--- src/rtl/core/first_fit_heap_allocator_defines.svh ---
// assertion macros for the first-fit heap allocator
// used by the top level only, expects clk and rst in scope
`ifndef FIRST_FIT_HEAP_ALLOCATOR_DEFINES_SVH
`define FIRST_FIT_HEAP_ALLOCATOR_DEFINES_SVH

// same-cycle implication
`define FFHA_ASSERT_NOW(lbl, ante, cons) \
  lbl: assert property (@(posedge clk) disable iff (rst) (ante) |-> (cons)) \
    else $error("ffha check failed");

// next-cycle implication
`define FFHA_ASSERT_NXT(lbl, ante, cons) \
  lbl: assert property (@(posedge clk) disable iff (rst) (ante) |=> (cons)) \
    else $error("ffha check failed");

`endif

--- src/rtl/core/ffha_ram.sv ---
// generic single-write, single-read ram with registered read data
// no dependencies
`default_nettype none
module ffha_ram #(
  parameter int WIDTH = 33,
  parameter int DEPTH = 64
) (
  input  wire logic                     clk,
  input  wire logic                     we,
  input  wire logic [$clog2(DEPTH)-1:0] waddr,
  input  wire logic [WIDTH-1:0]         wdata,
  input  wire logic [$clog2(DEPTH)-1:0] raddr,
  output logic      [WIDTH-1:0]         rdata
);

  logic [WIDTH-1:0] mem [DEPTH];

  always_ff @(posedge clk) begin
    if (we) begin
      mem[waddr] <= wdata;
    end
    rdata <= mem[raddr];
  end

endmodule
`default_nettype wire

--- config.mk ---
export PLATFORM = sky130hd
export DESIGN_NAME = ffha_ram
export DESIGN_NICKNAME = d
export VERILOG_FILES = /design/src/rtl/core/first_fit_heap_allocator_defines.svh /design/src/rtl/core/ffha_ram.sv
export SDC_FILE = /design/constraint.sdc
export NUM_CORES = 2
export LEC_CHECK = 0
export BUFFER_PORTS_ARGS = -buffer_cell sky130_fd_sc_hd__buf_4
export CELL_PAD_IN_SITES_DETAIL_PLACEMENT = 0
export CELL_PAD_IN_SITES_GLOBAL_PLACEMENT = 1
export CORE_MARGIN = 2
export CORE_UTILIZATION = 45
export DETAILED_ROUTE_END_ITERATION = 7
export PLACE_DENSITY_LB_ADDON = 0.1
export SLEW_MARGIN = 20
export SYNTH_ARGS = -nofsm -noshare
export SYNTH_HDL_FRONTEND = slang
export SYNTH_SLANG_ARGS = --single-unit
--- constraint.sdc ---
create_clock -name clk -period 9.7 [get_ports clk]
set_input_delay 1.94 -clock clk [delete_from_list [all_inputs] [get_ports clk]]
set_output_delay 1.94 -clock clk [all_outputs]
set_load 0.01 [all_outputs]
==> insert_results.sql <==
INSERT INTO impl_metrics (metric_group, metric, value, unit) VALUES
('synthesis', 'synth_sequential_area_ratio', '78.9', '%'),
('synthesis', 'fraction_of_post_synthesis_cell_area_in_the_top_cell_type_by_area', '78.1', '%'),
('route', 'drt_pass1_iterations', '5', ''),
('synthesis', 'syn_nets', '3645', ''),
('synthesis', 'synth-edff-count', '2112', ''),
('setup_path', 'nature_of_the_critical_path_startpoint', 'primary input', ''),
('placement', 'gpl.final_weighted_congestion', '0.757', ''),
('timing', 'timing.fmax', '0.203', 'GHz'),
('timing', 'period_minus_slack', '4940', 'ps'),
('die', 'boundaryPins', '80', ''),
('synthesis', 'ys_top_cells_by_area', 'sky130_fd_sc_hd__edfxtp_1 78%, sky130_fd_sc_hd__mux4_2 13%, sky130_fd_sc_hd__mux2i_1 1.2%, sky130_fd_sc_hd__dfxtp_1 0.81%, sky130_fd_sc_hd__a22oi_1 0.71%', ''),
('clock_tree', 'postCtsResizedCells', '0', ''),
('synthesis', 'number_of_unique_standard_cell_types_used_by_synthesis', '46', ''),
('global_route', 'grt_pass1_wl', '316000', 'um'),
('synthesis', 'synth_ff_type', 'sky130_fd_sc_hd__edfxtp_1', ''),
('die', 'dieHeight', '429', 'um'),
('synthesis', 'yosys.area.top_type', 'sky130_fd_sc_hd__edfxtp_1', ''),
('setup_path', 'critical_path.endpoint_type', 'register', ''),
('timing', 'fin_setup_tns', '0', 'ps'),
('timing', 'fin_worst_skew', '25.3', 'ps'),
('clock_tree', 'cts.repair_timing.setup_buffer_count', '0', ''),
('synthesis', 'yosys_register_bits', '2145', ''),
('synthesis', 'syn_inst', '3598', ''),
('clock_tree', 'holdBufCountCts', '0', ''),
('route', 'antenna_left', '0', ''),
('global_route', 'maximum_number_of_pins_on_one_net_before_global_route_repair', '115', ''),
('finish', 'fillerInstances', '14087', ''),
('run', 'max-cap-violations', '0', ''),
('setup_path', 'cp_slowest_cell', 'sky130_fd_sc_hd__buf_4', ''),
('route', 'drtIter0Drc', '4834', ''),
('clock_tree', 'clk_root_buffer_cell', 'sky130_fd_sc_hd__clkbuf_16', ''),
('pwr', 'power.total', '19.2', 'mW'),
('finish', 'area.growth.synth_to_final', '13.0', '%'),
('setup_path', 'cp_num_buf_inv', '3', ''),
('clock_tree', 'cts_inserted_buffers', '219', ''),
('setup_path', 'critical-path-top-cell-by-count', 'sky130_fd_sc_hd__buf_4', ''),
('timing', 'finalCritPeriodShare', '50.9', '%'),
('die', 'core_region_area', '179000', 'um^2'),
('clock_tree', 'tritoncts_num_sinks', '2145', ''),
('global_route', 'grt_remaining_overflow', '0', ''),
('die', 'fp-row-count', '155', ''),
('die', 'dieArea', '184000', 'um^2'),
('setup_path', 'cpLargestDelayFamily', 'buffers and inverters', ''),
('timing', 'final-setup-viol-count', '0', ''),
('placement', 'port_buffers', '79', ''),
('placement', 'post-place-cells', '5930', ''),
('setup_path', 'crit_path_max_incr_delay', '770', 'ps'),
('global_route', 'global_route.usage.total', '24.7', '%'),
('timing', 'finalHoldViolations', '0', ''),
('clock_tree', 'clk_pin_slew', '60', 'ps'),
('route', 'drt_drc_violations_left', '0', ''),
('global_route', 'first_global_vias', '40964', ''),
('timing', 'rsz0062_at_grt', 'false', ''),
('die', 'floorplan.initialDensity', '45.4', '%'),
('finish', 'post_route_cells_drive_above_1_share', '26.5', '%'),
('setup_path', 'timing_worst_setup_path_type', 'primary input to register', ''),
('clock_tree', 'cts.htree.levels', '4', ''),
('clock_tree', 'clock_tree_from_tritoncts', 'done', ''),
('setup_path', 'worst_ep_required_time', '10470', 'ps'),
('finish', 'final_cell_count_no_fill', '6338', ''),
('timing', 'maxSlewViolCount', '0', ''),
('run_status', 'run_status', 'finished, final reports clean', ''),
('synthesis', 'ys_async_sr_fraction', '0', '%'),
('synthesis', 'synth_warnings', '0', ''),
('synthesis', 'syn_avg_cell_area', '22.6', 'um^2'),
('timing', 'hold-worst-slack', '826', 'ps'),
('synthesis', 'synthMostInstantiatedCell', 'sky130_fd_sc_hd__edfxtp_1', ''),
('pwr', 'power_density', '210', 'nW/um^2'),
('route', 'vias', '39472', ''),
('route', 'drt-vias-per-instance', '6.23', ''),
('finish', 'area_taken_by_multi_input_logic_gates', '16400', 'um^2');
==> flip-flops by register name, summed over array words and instances (netlist names) <==
| name | flops |
|---|---|
| mem | 2112 |
| rdata | 33 |
==> logic make-up (layout without fill, tap and decap cells) <==
kind of cell,Yosys count,count (layout),synth area share [%]
compound gates,281,281,2.61
buf+inv,207,590,1.47
flops,2145,2145,78.9
mux,587,587,14.7
other cells,0,2,0
simple gates,378,378,2.27
==> placed cells by master, fill, tap and decap left out, drive strengths merged, types with 17 or more instances in the layout <==
master / count
nand3: 86
a21oi: 17
mux2i: 96
nor2b: 23
clkinv: 96
buf: 181
nor2: 71
a22oi: 77
edfxtp: 2112
o221ai: 46
a211oi: 29
nand4: 41
and3: 19
mux4: 485
clkbuf: 287
o22ai: 59
dfxtp: 33
nand2: 102
==> path summary, 6_finish.rpt <==
kind | from | to | slack, ps | depth (start not counted)
hold reg to reg | mem[10][24]$_DFFE_PP_ | rdata[24]$_DFF_P_ | 830 | 4
setup / recovery | raddr[2] | rdata[7]$_DFF_P_ | 4760 | 7
hold / removal | mem[10][24]$_DFFE_PP_ | rdata[24]$_DFF_P_ | 830 | 4
setup reg to reg | mem[40][23]$_DFFE_PP_ | rdata[23]$_DFF_P_ | 7500 | 5
==> power breakdown <==
part / internal (mW) / switching (mW)
clock: 4.57 / 3.46
combinational: 0.321 / 0.594
sequential: 10.3 / 0.0390
==> through the flow <==
step | setup WS [ps] | utilization (%)
6_report | 4760 | 51.3
5_1_grt | 4730 | 51.3
4_1_cts | 4880 | 51.3
3_5_place_dp | 3990 | 47.5
3_3_place_gp | 4050 | 47.5
2_1_floorplan | 4530 | -
==> metal layers <==
layer	share of wire [%]	vias to the layer above	track usage [%]
met1	41	21909	34.5
met2	50	1479	40.9
met5	0.017	-	0
li1	-	15778	-
met4	2.3	6	6.20
met3	6.7	300	3.95
==> area by class of cell <==
type / count / area share, %
inverter: 3 / 0.0123
clock buffer: 287 / 6.43
clock inverter: 119 / 0.982
antenna: 2 / 0.00546
tap: 2355 / 3.21
sequential: 2145 / 69.9
timing repair buffer: 181 / 1.58
multi-input combinational: 1246 / 17.9
==> tightest hold or removal path: stages, from the launching register on <==
cell and delay [ps]:
sky130_fd_sc_hd__edfxtp_1 310, sky130_fd_sc_hd__mux4_2 220, sky130_fd_sc_hd__nand2_1 50, sky130_fd_sc_hd__nand4_1 70, sky130_fd_sc_hd__and3_1 140
Power figures use the tool's default switching activity.
